<file path="config.mk">
export PLATFORM = sky130hd
export DESIGN_NAME = array_stack_with_peek_core
export DESIGN_NICKNAME = d
export VERILOG_FILES = /design/src/design/asp_pkg.sv /design/src/design/asp_cell.sv /design/src/design/array_stack_with_peek_core.sv
export VERILOG_INCLUDE_DIRS = /design/src /design/src/design
export SDC_FILE = /design/constraint.sdc
export NUM_CORES = 1
export LEC_CHECK = 0
export ABC_AREA = 1
export BUFFER_PORTS_ARGS = -buffer_cell sky130_fd_sc_hd__buf_2
export CORE_MARGIN = 4
export CORE_UTILIZATION = 35
export DETAILED_ROUTE_END_ITERATION = 8
export GPL_TIMING_DRIVEN = 0
export PLACE_DENSITY = 0.49
export SLEW_MARGIN = 0
export SYNTH_ARGS = -nofsm -noshare
export SYNTH_HDL_FRONTEND = slang
export SYNTH_SLANG_ARGS = --single-unit
</file>
<file path="constraint.sdc">
create_clock -name i_clk -period 13.4 [get_ports i_clk]
set_input_delay 1.34 -clock i_clk [delete_from_list [all_inputs] [get_ports i_clk]]
set_output_delay 1.34 -clock i_clk [all_outputs]
set_load 0.01 [all_outputs]
</file>
<file path="src/design/array_stack_with_peek_core_defines.svh">
// Assertion macros shared by the stack core.
// Expects i_clk and i_rst_n in the including scope.
`ifndef ARRAY_STACK_WITH_PEEK_CORE_DEFINES_SVH
`define ARRAY_STACK_WITH_PEEK_CORE_DEFINES_SVH

// same-cycle implication
`define ASP_ASSERT_NOW(name, ante, cons, msg) \
    name: assert property (@(posedge i_clk) disable iff (!i_rst_n) (ante) |-> (cons)) \
        else $error(msg);

// next-cycle implication
`define ASP_ASSERT_NEXT(name, ante, cons, msg) \
    name: assert property (@(posedge i_clk) disable iff (!i_rst_n) (ante) |=> (cons)) \
        else $error(msg);

`endif

</file>
<file path="src/design/asp_pkg.sv">
// Types and codes for the LIFO stack core.
// No dependencies.
`default_nettype none

package asp_pkg;

    localparam logic [1:0] KIND_PUSH = 2'd0;
    localparam logic [1:0] KIND_POP  = 2'd1;
    localparam logic [1:0] KIND_PEEK = 2'd2;

    localparam logic [1:0] ST_OK        = 2'd0;
    localparam logic [1:0] ST_OVERFLOW  = 2'd1;
    localparam logic [1:0] ST_UNDERFLOW = 2'd2;
    localparam logic [1:0] ST_BADPOS    = 2'd3;

    // largest count the 4-bit capacity register allows
    localparam int CAP_MAX = 15;

    typedef enum logic [1:0] {
        CELL_HOLD,
        CELL_PUSH,
        CELL_POP
    } t_cell_op;

    typedef struct packed {
        logic        [1:0]  kind;
        logic signed [31:0] push_value;
        logic        [3:0]  position;
    } t_in_word;

    typedef struct packed {
        logic signed [31:0] read_value;
        logic signed [31:0] top_value;
        logic signed [31:0] bottom_value;
        logic        [3:0]  entry_count;
        logic               is_empty;
        logic               is_full;
        logic        [1:0]  status;
    } t_out_word;

endpackage

`default_nettype wire

</file>
<file path="src/design/asp_cell.sv">
// One stack cell: holds a word, takes its upper neighbor's word on push
// and its lower neighbor's word on pop. Depends on asp_pkg.
`default_nettype none

module asp_cell (
    input  wire                   i_clk,
    input  wire asp_pkg::t_cell_op i_op,
    input  wire logic signed [31:0] i_from_up,
    input  wire logic signed [31:0] i_from_down,
    output logic signed [31:0]    o_data
);

    logic signed [31:0] r_data;
    logic signed [31:0] n_data;

    always_comb begin
        unique case (i_op)
            asp_pkg::CELL_PUSH: n_data = i_from_up;
            asp_pkg::CELL_POP:  n_data = i_from_down;
            default:            n_data = r_data;
        endcase
    end

    always_ff @(posedge i_clk) begin
        r_data <= n_data;
    end

    assign o_data = r_data;

endmodule

`default_nettype wire

</file>
<file path="src/design/array_stack_with_peek_core.sv">
// Top level of the bounded LIFO stack with peek.
// Depends on asp_pkg, asp_cell and array_stack_with_peek_core_defines.svh.
`default_nettype none

// The stack is a row of shifting cells with the top in cell 0. A new word is
// accepted every cycle while input is not stalled. The result word appears in
// the output register in the cycle after acceptance, and input is stalled
// only while that register is full and stalled downstream.
// The count never exceeds the smaller of DEPTH and 15, the largest capacity
// the 4-bit capacity register can ask for, so only that many cells are built.
module array_stack_with_peek_core #(
    parameter int DEPTH = 8
) (
    input  wire                 i_clk,
    input  wire                 i_rst_n,
    input  wire                 i_in_valid,
    output logic                o_in_stall,
    input  wire asp_pkg::t_in_word i_in_word,
    output logic                o_out_valid,
    input  wire                 i_out_stall,
    output asp_pkg::t_out_word  o_out_word,
    input  wire                 i_cfg_valid,
    output logic                o_cfg_ready,
    input  wire logic [3:0]     i_cfg_data
);

    `include "array_stack_with_peek_core_defines.svh"

    localparam int NCELL = (DEPTH < asp_pkg::CAP_MAX) ? DEPTH : asp_pkg::CAP_MAX;
    localparam int CW    = $clog2(NCELL + 1);
    localparam logic [3:0] NCELL4 = 4'(NCELL);

    logic [3:0]          r_cap;
    logic [CW-1:0]       r_count;
    logic [CW-1:0]       n_count;
    logic                r_out_valid;
    asp_pkg::t_out_word  r_out_word;
    asp_pkg::t_out_word  n_out_word;

    logic signed [31:0]  cell_data [NCELL];
    asp_pkg::t_cell_op   cell_op;

    logic                in_accept;
    logic                cfg_accept;
    logic [3:0]          eff_cap;
    logic [3:0]          cnt4;
    logic [3:0]          n_cnt4;
    logic                full;
    logic [3:0]          peek_idx;
    logic [3:0]          bot_idx;
    logic signed [31:0]  peek_word;
    logic signed [31:0]  bot_word;
    logic                ovf_push;
    logic                out_none;

    assign o_cfg_ready = 1'b1;
    assign cfg_accept  = i_cfg_valid & o_cfg_ready;
    assign o_in_stall  = r_out_valid & i_out_stall;
    assign in_accept   = i_in_valid & ~o_in_stall;

    assign eff_cap = (r_cap == 4'd0) ? 4'd1 : ((r_cap > NCELL4) ? NCELL4 : r_cap);
    assign cnt4    = 4'(r_count);
    assign full    = cnt4 >= eff_cap;

    genvar g;
    generate
        for (g = 0; g < NCELL; g++) begin : g_cell
            logic signed [31:0] from_up;
            logic signed [31:0] from_down;
            if (g == 0) begin : g_first
                assign from_up = i_in_word.push_value;
            end else begin : g_mid
                assign from_up = cell_data[g-1];
            end
            if (g == NCELL - 1) begin : g_last
                assign from_down = '0;
            end else begin : g_inner
                assign from_down = cell_data[g+1];
            end
            asp_cell u_cell (
                .i_clk       (i_clk),
                .i_op        (cell_op),
                .i_from_up   (from_up),
                .i_from_down (from_down),
                .o_data      (cell_data[g])
            );
        end
    endgenerate

    // cell selects: peek reads position-1, bottom reads count-1
    assign peek_idx = i_in_word.position - 4'd1;
    assign bot_idx  = cnt4 - 4'd1;

    always_comb begin
        peek_word = '0;
        bot_word  = '0;
        for (int i = 0; i < NCELL; i++) begin
            if (peek_idx == 4'(i)) peek_word = cell_data[i];
            if (bot_idx == 4'(i))  bot_word  = cell_data[i];
        end
    end

    always_comb begin
        cell_op    = asp_pkg::CELL_HOLD;
        n_count    = r_count;
        n_out_word = '0;
        unique case (i_in_word.kind)
            asp_pkg::KIND_PUSH: begin
                if (full) begin
                    n_out_word.status = asp_pkg::ST_OVERFLOW;
                end else begin
                    cell_op = asp_pkg::CELL_PUSH;
                    n_count = r_count + CW'(1);
                end
            end
            asp_pkg::KIND_POP: begin
                if (r_count == '0) begin
                    n_out_word.status = asp_pkg::ST_UNDERFLOW;
                end else begin
                    cell_op                = asp_pkg::CELL_POP;
                    n_count                = r_count - CW'(1);
                    n_out_word.read_value  = cell_data[0];
                end
            end
            asp_pkg::KIND_PEEK: begin
                if (i_in_word.position == 4'd0 || i_in_word.position > cnt4) begin
                    n_out_word.status = asp_pkg::ST_BADPOS;
                end else begin
                    n_out_word.read_value = peek_word;
                end
            end
            default: begin
            end
        endcase
        if (!in_accept) begin
            cell_op = asp_pkg::CELL_HOLD;
        end

        n_cnt4 = 4'(n_count);
        if (n_count == '0) begin
            n_out_word.top_value    = '0;
            n_out_word.bottom_value = '0;
        end else begin
            unique case (cell_op)
                asp_pkg::CELL_PUSH: n_out_word.top_value = i_in_word.push_value;
                asp_pkg::CELL_POP:  n_out_word.top_value = cell_data[1];
                default:            n_out_word.top_value = cell_data[0];
            endcase
            n_out_word.bottom_value = (r_count == '0) ? i_in_word.push_value : bot_word;
        end
        n_out_word.entry_count = n_cnt4;
        n_out_word.is_empty    = (n_count == '0);
        n_out_word.is_full     = n_cnt4 >= eff_cap;
    end

    always_ff @(posedge i_clk) begin
        if (!i_rst_n) begin
            r_cap       <= 4'd8;
            r_count     <= '0;
            r_out_valid <= 1'b0;
        end else begin
            if (cfg_accept) begin
                r_cap <= i_cfg_data;
            end
            if (in_accept) begin
                r_count     <= n_count;
                r_out_valid <= 1'b1;
            end else if (!i_out_stall) begin
                r_out_valid <= 1'b0;
            end
        end
    end

    always_ff @(posedge i_clk) begin
        if (in_accept) begin
            r_out_word <= n_out_word;
        end
    end

    assign o_out_valid = r_out_valid;
    assign o_out_word  = r_out_word;

    assign ovf_push = in_accept && (i_in_word.kind == asp_pkg::KIND_PUSH) && full;
    assign out_none = (r_out_word.entry_count == 4'd0);

    `ASP_ASSERT_NOW(a_count_bound, 1'b1, r_count <= CW'(NCELL), "count beyond cell row")
    `ASP_ASSERT_NEXT(a_overflow_keeps, ovf_push, $stable(r_count), "overflow changed count")
    `ASP_ASSERT_NEXT(a_result_follows, in_accept, r_out_valid, "accepted word left no result")
    `ASP_ASSERT_NOW(a_empty_flag, r_out_valid, r_out_word.is_empty == out_none, "empty flag wrong")

endmodule

`default_nettype wire
</file>
== Yosys cells after proc, flatten, opt, wreduce, memory -nomap -nowiden ==
Cells that the tools add are included.
Word-level totals
  flip-flop bits (word level): 369
  input bits: 47
  output and inout port bits: 107
  word-level logic and storage cells: 99
Operators by class
  add/sub/neg operators: 3
  order comparisons: 4
  eq/ne operators: 19
  multiplexer cells: 43
  bitwise gates (word level): 3
  reductions and logical operators: 9
Operator list (count)
  2-to-1 mux 32 bit: 19
  one-hot mux 32 bit (2 select lines): 9
  == test 4 x 3 -> 1 bit, second input constant: 8
  logical NOT 4 bit: 6
  == test 4 x 2 -> 1 bit, second input constant: 4
  2-to-1 mux 4 bit: 4
  == test 4 x 1 -> 1 bit, second input constant: 2
  >= comparator 4 bit: 2
  2-to-1 mux 2 bit: 4
  one-hot mux 4 bit (2 select lines): 1
  subtractor 4 x 1 -> 4 bit, second input constant: 2
  one-hot mux 2 bit (3 select lines): 1
  adder 4 x 1 -> 4 bit, second input constant: 1
  == test 2 x 1 -> 1 bit, second input constant: 2
  == test 2 bit, second input constant: 2
  greater-than comparator 4 bit: 1
  greater-than comparator 4 bit, second input constant: 1
  2-to-1 mux 1 bit: 4
  one-hot mux 2 bit (2 select lines): 1
  bitwise AND 1 bit: 2
  logical NOT 2 bit: 1
  inequality test 2 x 1 -> 1 bit, second input constant: 1
  nonzero test 2 bit: 1
  logical OR 1 bit: 1
  inverter 1 bit: 1

== Depth between registers and ports, before layout ==
Gate-level depths: netlist (run 1).
  depth after elaboration: 12
  gate-level depth with buffers: 18
  mapped depth without buffers: 17

== Cells and area by module ==
A second synthesis (run 1) with hierarchy kept.
Second synthesis, totals
  cell total of the unflattened synthesis: 2983
  area total of the unflattened synthesis: 22970.8 um^2
Modules (own cells, without submodules)
  asp_cell: instances 8, cells each 139, area an instance 1472.7 um^2, sequential area each 960.9 um^2
  array_stack_with_peek_core: instances 1, cells each 1871, area an instance 11189.5 um^2, sequential area each 3303.2 um^2

== Worst setup path after synthesis (run 1) ==
No wires, ideal clock.
  kind: input to register
  start: input i_out_stall
  end: register g_cell[1].u_cell.r_data[0], enable pin
  library setup time: 0.676 ns
  arrival time: 13.862 ns
  required time: 12.724 ns
  path slack: -1.138 ns
  cell stages on the path: 10
  buffers on the path: 2
  cells stage by stage: nand2_1 inv_1 nor2_1 inv_1 nor2_1 inv_1 ha_1 inv_1 clkbuf_1 clkbuf_1
On the way
  word-level cells in the longest chain between the ends: 6
  elaborated cells between the ends (all ways): 7
  those cells by class: eq/ne: 2; mux: 1; bitwise: 3; reduce/logical: 1
RTL lines
  start: declaration: RTL line array_stack_with_peek_core.sv:20  | input wire i_out_stall,
  bitwise AND 1 bit (*): RTL line array_stack_with_peek_core.sv:58  | assign o_in_stall = r_out_valid & i_out_stall;
  via o_in_stall: RTL line array_stack_with_peek_core.sv:17  | output logic o_in_stall,
  inverter 1 bit (*): RTL line array_stack_with_peek_core.sv:59  | assign in_accept = i_in_valid & ~o_in_stall;
  bitwise AND 1 bit (*): RTL line array_stack_with_peek_core.sv:59
  via in_accept: RTL line array_stack_with_peek_core.sv:43  | logic in_accept;
  2-to-1 mux 2 bit (*): RTL line array_stack_with_peek_core.sv:135  | if (!in_accept) begin
  == test 2 x 1 -> 1 bit / == test 2 bit (equally long branches): RTL line asp_cell.sv:17  | unique case (i_op)
  nonzero test 2 bit (no source line) (*)
  end signal: assignment: RTL line asp_cell.sv:25  | r_data <= n_data;
  end: declaration: RTL line asp_cell.sv:13  | logic signed [31:0] r_data;
The timed path passes the listed nets; every way through them passes the cells marked *.
A chain may end at the register's enable or synchronous reset.

== Final worst setup path (run 1) ==
  start: input i_out_stall
  end: register r_out_word (netlist bit o_out_word[52]) (data pin)
On the way
  word-level cells in the longest chain between the ends: 6
  elaborated cells between the ends (all ways): 7
  those cells by class: eq/ne: 2; mux: 2; bitwise: 3
RTL lines
  bitwise AND 1 bit (*): RTL line array_stack_with_peek_core.sv:58
  inverter 1 bit (*): RTL line array_stack_with_peek_core.sv:59
  bitwise AND 1 bit (*): RTL line array_stack_with_peek_core.sv:59
  via in_accept: RTL line array_stack_with_peek_core.sv:43
  2-to-1 mux 2 bit (*): RTL line array_stack_with_peek_core.sv:135
  == test 2 bit / == test 2 x 1 -> 1 bit (equally long branches)
  one-hot mux 32 bit (2 select lines) (*): RTL line array_stack_with_peek_core.sv:144  | unique case (cell_op)
  via g_cell[0].u_cell.n_data[12]: RTL line asp_cell.sv:14  | logic signed [31:0] n_data;
  end signal: assignment: RTL line array_stack_with_peek_core.sv:176  | r_out_word <= n_out_word;
  end: declaration: RTL line array_stack_with_peek_core.sv:37  | asp_pkg::t_out_word r_out_word;
Marked as above.

==> results of run 1 <==
## routing by layer
layer	GRT usage [%]	part of all wire (%)	up-vias
met3	7.40	11	290
li1	-	-	9369
met5	0	0.014	-
met1	39.6	41	9707
met2	43.6	43	1275
met4	12.5	5.0	2
## worst max path at each step
stage | to | slack (ns) | depth (start not counted)
after CTS | o_out_word[51] | 8.22 | 17
final | o_out_word[52] | 8.15 | 17
after floorplan | o_out_word[48] | 2.29 | 14
after global placement | o_out_word[51] | -3.18 | 15
after global routing | o_out_word[51] | 7.95 | 17
after detailed placement | o_out_word[51] | 7.60 | 17
## through the flow
step | area (µm²) | setup WS (ns) | hold WS, ns | util (%) | setup TNS (ns)
floorplan | 21000 | 2.29 | 0.448 | - | 0
global placement | 22800 | -3.18 | 0.460 | 38.4 | -662.75
detailed placement | 22900 | 7.60 | 0.470 | 38.7 | 0
CTS | 24600 | 8.22 | 0.478 | 41.5 | 0
global route | 24600 | 7.95 | 0.519 | 41.5 | 0
finish | 24600 | 8.15 | 0.475 | 41.5 | 0
## final cells by class
type                       count  area [µm²]  area share [%]
clock buffer                  56        1260            5.14
clock inverter                30         393            1.60
timing repair buffer         157         876            3.57
multi-input combinational   1743        8020            32.6
sequential                   369       10700            43.4
antenna                        1        2.50          0.0102
tap                          773         967            3.94
inverter                     434        1630            6.63
buffer                       176         742            3.02
## state kept, by name, indices dropped and copies added, names as in the netlist
| signal | cells |
|---|---|
| g_cell.u_cell.o_data | 256 |
| o_out_valid | 1 |
| r_cap | 4 |
| o_out_word | 104 |
| cnt4 | 4 |
## kinds of logic after synthesis
kind of cell | share of synthesized area (%)
buf+inv | 11.2
simple gates | 23.4
fa+ha+maj | 1.31
compound gates | 13.3
flops | 50.7
xor+xnor | 0.0833
other cells | 0.0178
## power by group
part / internal, mW / leakage [nW] / switching (mW) / total, mW
clock network: 0.845 / 0.803 / 0.548 / 1.39
logic: 0.179 / 6.21 / 0.535 / 0.714
registers: 1.39 / 3.45 / 0.0655 / 1.46
## worst max-delay path: stages
cell and delay (ns):
buf_2 0.09, nand2_1 0.07, inv_1 0.07, nor2_4 0.50
buf_12 0.26, inv_1 0.14, nor2_1 0.20, inv_1 0.07
ha_1 0.28, inv_1 0.07, clkbuf_1 0.60, clkbuf_8 0.84
buf_16 0.42, nand2_1 0.09, o21ai_0 0.12, inv_1 0.08
nor2_1 0.32
## layout by cell type (no fill, tap or decap), types with 2 or more instances in the layout
cell / netlist / routed
buf_16: 0 / 2
a21oi_1: 144 / 144
clkbuf_16: 0 / 49
nand3_1: 139 / 139
o21ai_0: 282 / 282
a31oi_1: 33 / 33
buf_4: 11 / 11
o22ai_1: 32 / 32
o21ai_1: 47 / 47
buf_1: 16 / 16
dfxtp_1: 41 / 41
nand2_1: 805 / 805
clkbuf_1: 125 / 130
buf_12: 0 / 3
nor2_4: 3 / 4
clkinv_2: 0 / 9
edfxtp_1: 328 / 328
nand2_2: 7 / 7
clkinv_1: 0 / 5
inv_1: 370 / 370
clkbuf_8: 0 / 2
nor2_1: 116 / 115
inv_2: 64 / 64
clkinv_4: 0 / 2
nand4_1: 103 / 103
buf_2: 24 / 176
clkinvlp_4: 0 / 4
ha_1: 22 / 22
bufinv_16: 0 / 9
==> results.yml, run 1 <==
global_routing:
  antenna_found_initial: 2
  grt_max_degree: 93
  grt_pass1_vias: 19600
  track_usage_pct: 28.9
  grt_pass1_wl_um: 135000
  overflow: 0
cts:
  htree_levels: 2
  clkTransAtPathRegs_ns: 0.06
  cts_root_buf: "clkbuf_16"
  clock-sinks: 369
  clk_latency_ns: 0.61
  cts_tree: "yes"
  post_cts.repair.setup_buffers: 0
  cts_made_buffers: 46
  cts_resized: 0
  cts_buffer_depth: 3
  ctsHoldBuffers: 0
worst_hold_path:
  holdPathStages: 2
  hp-class: "reg2reg"
  whs_endpoint: "o_out_valid"
  min-delay-start: "o_out_valid"
power:
  leakage_nw: 10.5
  total_power_mw: 3.57
  power_density_mw_per_mm2: 145
  ir_worst_vdd_mv: 0.0755
worst_setup_path:
  timing.critical_path.from: "i_out_stall"
  arrival_ns: 5.61
  r2r_cells: 17
  critPathLaunchType: "input pin"
  worst_ep_required_time_ns: 13.76
  reg2reg_from: "cnt4[0]"
  critPathMaxFanout: 92
  reg2reg_slack_ns: 8.37
  worstSetupEndpointType: "flip-flop"
  worstSetupPathType: "in2reg"
  reg2reg_to: "o_out_word[52]"
timing:
  setup_viol: 0
  worst_slew_margin_rel_pct: 8.94
  max_freq_mhz: 190
  finalCritPeriodShare_pct: 39.2
  worst_slew_pin_slew_ns: 1.36
  hold_viol: 0
  rsz0062_at_grt: "false"
  finalClockSkew_ns: 0.0307
  drv_slew: 0
  period_needed_ns: 5.25
die:
  die_y_um: 253
  start_util_pct: 35.5
  dieArea_mm2: 0.0641
  die_x_um: 253
  fp-row-count: 89
  ioPinCount: 154
  core_area_mm2: 0.0592
synth:
  synth_edf_count: 328
  synthTopCellsByCount: "805 x nand2_1, 370 x inv_1, 328 x edfxtp_1, 282 x o21ai_0, 144 x a21oi_1"
  synth-main-ff-cell: "edfxtp_1"
  avgSynthCellArea_um2: 7.73
  ys_seq_area_share_pct: 50.7
  async_reset_ff_share_pct: 0
  synth_area_leaders: "edfxtp_1 47%, nand2_1 14%, o21ai_0 6.7%, inv_1 6.6%, dfxtp_1 3.9%"
  synth_area_mm2: 0.0210
  syn_inst: 2722
  synth_seq_cells: 369
  yosys_warnings: 0
  synth_top_area_cell: "edfxtp_1"
  synthesis.nets: 2791
  yosysMostFrequentCell: "nand2_1"
  synth_top_cell_area_share_pct: 46.8
  synth_cell_types: 30
place:
  dp.cells: 3652
  io_buffers: 152
  finalWeightedCongestion: 0.978
  place.detailed.hpwl_um: 64500
status:
  outcome: "complete, no violations"
finish:
  nets: 2996
  stdcell_count: 3739
  nFillCells: 6123
  drive_above_1_share_pct: 11.7
  area_growth_pct: 16.7
detailed_routing:
  drt_pass1_iterations: 6
  drtIter0Drc: 2602
  wl_um: 95700
  drcViolationCount: 0
  wl_per_cell_um: 25.6
  ant_nets: 0
  vias: 20600
  viasPerCell: 5.52
flow_run:
  max_cap_viol_count: 0
No activity file was read; power rests on OpenSTA's default activity.
==> run 2: changes to the inputs <==
ABC_AREA = 0   (was 1)
clock period = 4.52 ns   (was 13.4 ns; I/O delays follow)
==> run 2 against run 1 <==
Compared with the run above:
- clock power grew to 2.6 times the previous value
- flip-flop and latch count stayed put
- design area is 3.3% lower
- setup slack worse by 8.0 ns
- register-to-register slack worse by 8.3 ns
- routed wire length hardly changed
- critical path type is now reg2reg
- largest cell class unchanged
==> results.yml, run 2 <==
power:
  power_density_mw_per_mm2: 416
  ir_worst_vdd_mv: 0.266
  leakage_nw: 8.06
worst_setup_path:
  critPathLaunchType: "flip-flop"
  cpMaxStageDelayCell: "clkbuf_1"
  cp_common_cell: "clkbuf_1"
  cp_cell_sequence: "inv_1 -> ha_1 -> or3b_1 -> clkbuf_1 -> nand2_1 -> a21oi_1 -> clkbuf_1 -> a311oi_1"
  worstSetupEndpointType: "flip-flop"
  max_stage_delay_ns: 1.05
  worst_ep_required_time_ns: 4.74
  worstSetupPathType: "reg2reg"
  critPathMaxFanout: 10
  arrival_ns: 4.62
die:
  core_area_mm2: 0.0576
  die_x_um: 249
  die_y_um: 249
  ioPinCount: 154
  start_util_pct: 35.3
  fp-row-count: 88
  dieArea_mm2: 0.0620
cts:
  cts_buffer_depth: 3
  clkTransAtPathRegs_ns: 0.06
  cts_root_buf: "clkbuf_16"
  cts_tree: "yes"
  clk_latency_ns: 0.59
  htree_levels: 2
  clock-sinks: 369
  cts_made_buffers: 44
timing:
  period_needed_ns: 4.40
  hold_slack_ns: 0.0993
  worst_slew_pin_slew_ns: 1.33
  max_freq_mhz: 227
  finalClockSkew_ns: 0.0179
  drv_slew: 0
  worst_slew_margin_rel_pct: 11.2
  setup_ws_ns: 0.117
  setup_viol: 0
  rsz0062_at_grt: "false"
  finalSetupTns_ns: 0
  finalCritPeriodShare_pct: 97.4
  hold_viol: 0
detailed_routing:
  wl_per_cell_um: 31.4
  ant_nets: 0
  drcViolationCount: 0
  viasPerCell: 6.30
  wl_um: 95600
  vias: 19200
  drtIter0Drc: 3251
  drt_pass1_iterations: 9
synth:
  synth_area_leaders: "edfxtp_1 48%, mux2_2 7.4%, nand2_1 6.6%, o21ai_0 4.2%, a21oi_1 4.1%"
  yosys_warnings: 0
  synth_seq_cells: 369
  synth_edf_count: 328
  synthesis.nets: 2108
  syn_inst: 2039
  synthTopCellsByCount: "360 x nand2_1, 328 x edfxtp_1, 170 x o21ai_0, 166 x a21oi_1, 153 x clkbuf_1"
  yosysMostFrequentCell: "nand2_1"
  synth-main-ff-cell: "edfxtp_1"
  async_reset_ff_share_pct: 0
  synth_area_mm2: 0.0203
  synth_top_cell_area_share_pct: 48.4
  synth_cell_types: 53
  synth_top_area_cell: "edfxtp_1"
  ys_seq_area_share_pct: 52.5
  avgSynthCellArea_um2: 9.97
finish:
  fin_util_pct: 41.2
  area_growth_pct: 16.8
  final_cell_mix: "358 x nand2_1, 328 x edfxtp_1, 169 x o21ai_0"
  nets: 2315
  layout_commonest_cell: "nand2_1"
  fin_area_mm2: 0.0238
  drive_above_1_share_pct: 17.8
  nFillCells: 5715
  largest_reg_flops: 256
global_routing:
  track_usage_pct: 29.5
  grt_max_degree: 44
  overflow: 0
  grt_pass1_vias: 18300
  grt_pass1_wl_um: 133000
  antenna_found_initial: 0
place:
  placed_area_mm2: 0.0223
  dp_slack_ns: -0.656
  finalWeightedCongestion: 0.941
  io_buffers: 151
  place.detailed.hpwl_um: 62300
status:
  outcome: "complete, no violations"
worst_hold_path:
  hp-class: "in2reg"
flow_run:
  max_cap_viol_count: 0
==> run 2: changes by cell type after synthesis, sizes merged, moves of 90 or more <==
cell | before | now
inv | 434 | 80
mux2 | 0 | 133
nand2 | 812 | 360
nand3 | 139 | 4
nand4 | 103 | 1
nor2b | 0 | 90
o21ai | 329 | 194
==> run 2: repair_timing <==
action	in CTS	in global routing
setup buffers	0	1
endpoints found under the setup margin	192	302
hold buffers	0	0
gates resized for setup	17	8
==> run 2: worst paths after layout <==
| check | from | endpoint | slack [ns] | cells past startpoint |
|---|---|---|---|---|
| worst max-delay path | cnt4[1] | o_out_word[20] | 0.12 | 8 |
| worst min-delay path | i_cfg_data[3] | r_cap[3] | 0.1 | 3 |
| worst max register to register | cnt4[1] | o_out_word[20] | 0.12 | 8 |
| worst min register to register | r_cap[0] | r_cap[0] | 0.54 | 2 |
==> run 2: layer usage <==
| layer | GRT usage (%) | routed length [µm] |
|---|---|---|
| met1 | 40.1 | 37700 |
| met2 | 43.6 | 40600 |
| met3 | 7.01 | 11300 |
| met4 | 16.0 | 6010 |
| met5 | 0 | 0 |
==> run 2: logic make-up (layout without fill, tap and decap cells) <==
family	count (synthesis)	in the layout	share of synthesized area (%)
mux	140	140	7.71
simple gates	595	595	13.0
other cells	1	2	0.0184
compound gates	648	648	20.3
buf+inv	264	505	5.12
fa+ha+maj	22	22	1.35
flops	369	369	52.5
==> run 2: through the flow <==
step,power [mW],std cells
2_1_floorplan,5.34,2039
3_5_place_dp,6.23,2964
6_report,9.87,3046
3_3_place_gp,6.22,2955
5_1_grt,10.1,3045
4_1_cts,9.84,3044
==> run 2: final cells by class <==
class	count	area (µm²)	area share [%]
Antenna cell	1	2.50	0.0105
Buffer	184	793	3.34
Clock buffer	61	1240	5.20
Clock inverter	19	186	0.785
Inverter	80	308	1.30
Multi-Input combinational cell	1406	8650	36.4
Sequential cell	369	10700	44.9
Tap cell	765	957	4.03
Timing Repair Buffer	161	943	3.97
==> run 2: critical path, delay by kind of cell, from the launching register on <==
family | cells | cell delay, ns
compound gates | 2 | 1.08
fa+ha+maj | 1 | 0.33
buf+inv | 3 | 1.92
flops | 1 | 0.44
simple gates | 2 | 0.27
==> run 2: report_power, final <==
part           total [mW]  internal [mW]  switching [mW]
Combinational        1.97          0.595            1.38
Clock                3.62           2.13            1.50
Sequential           4.27           4.06           0.211
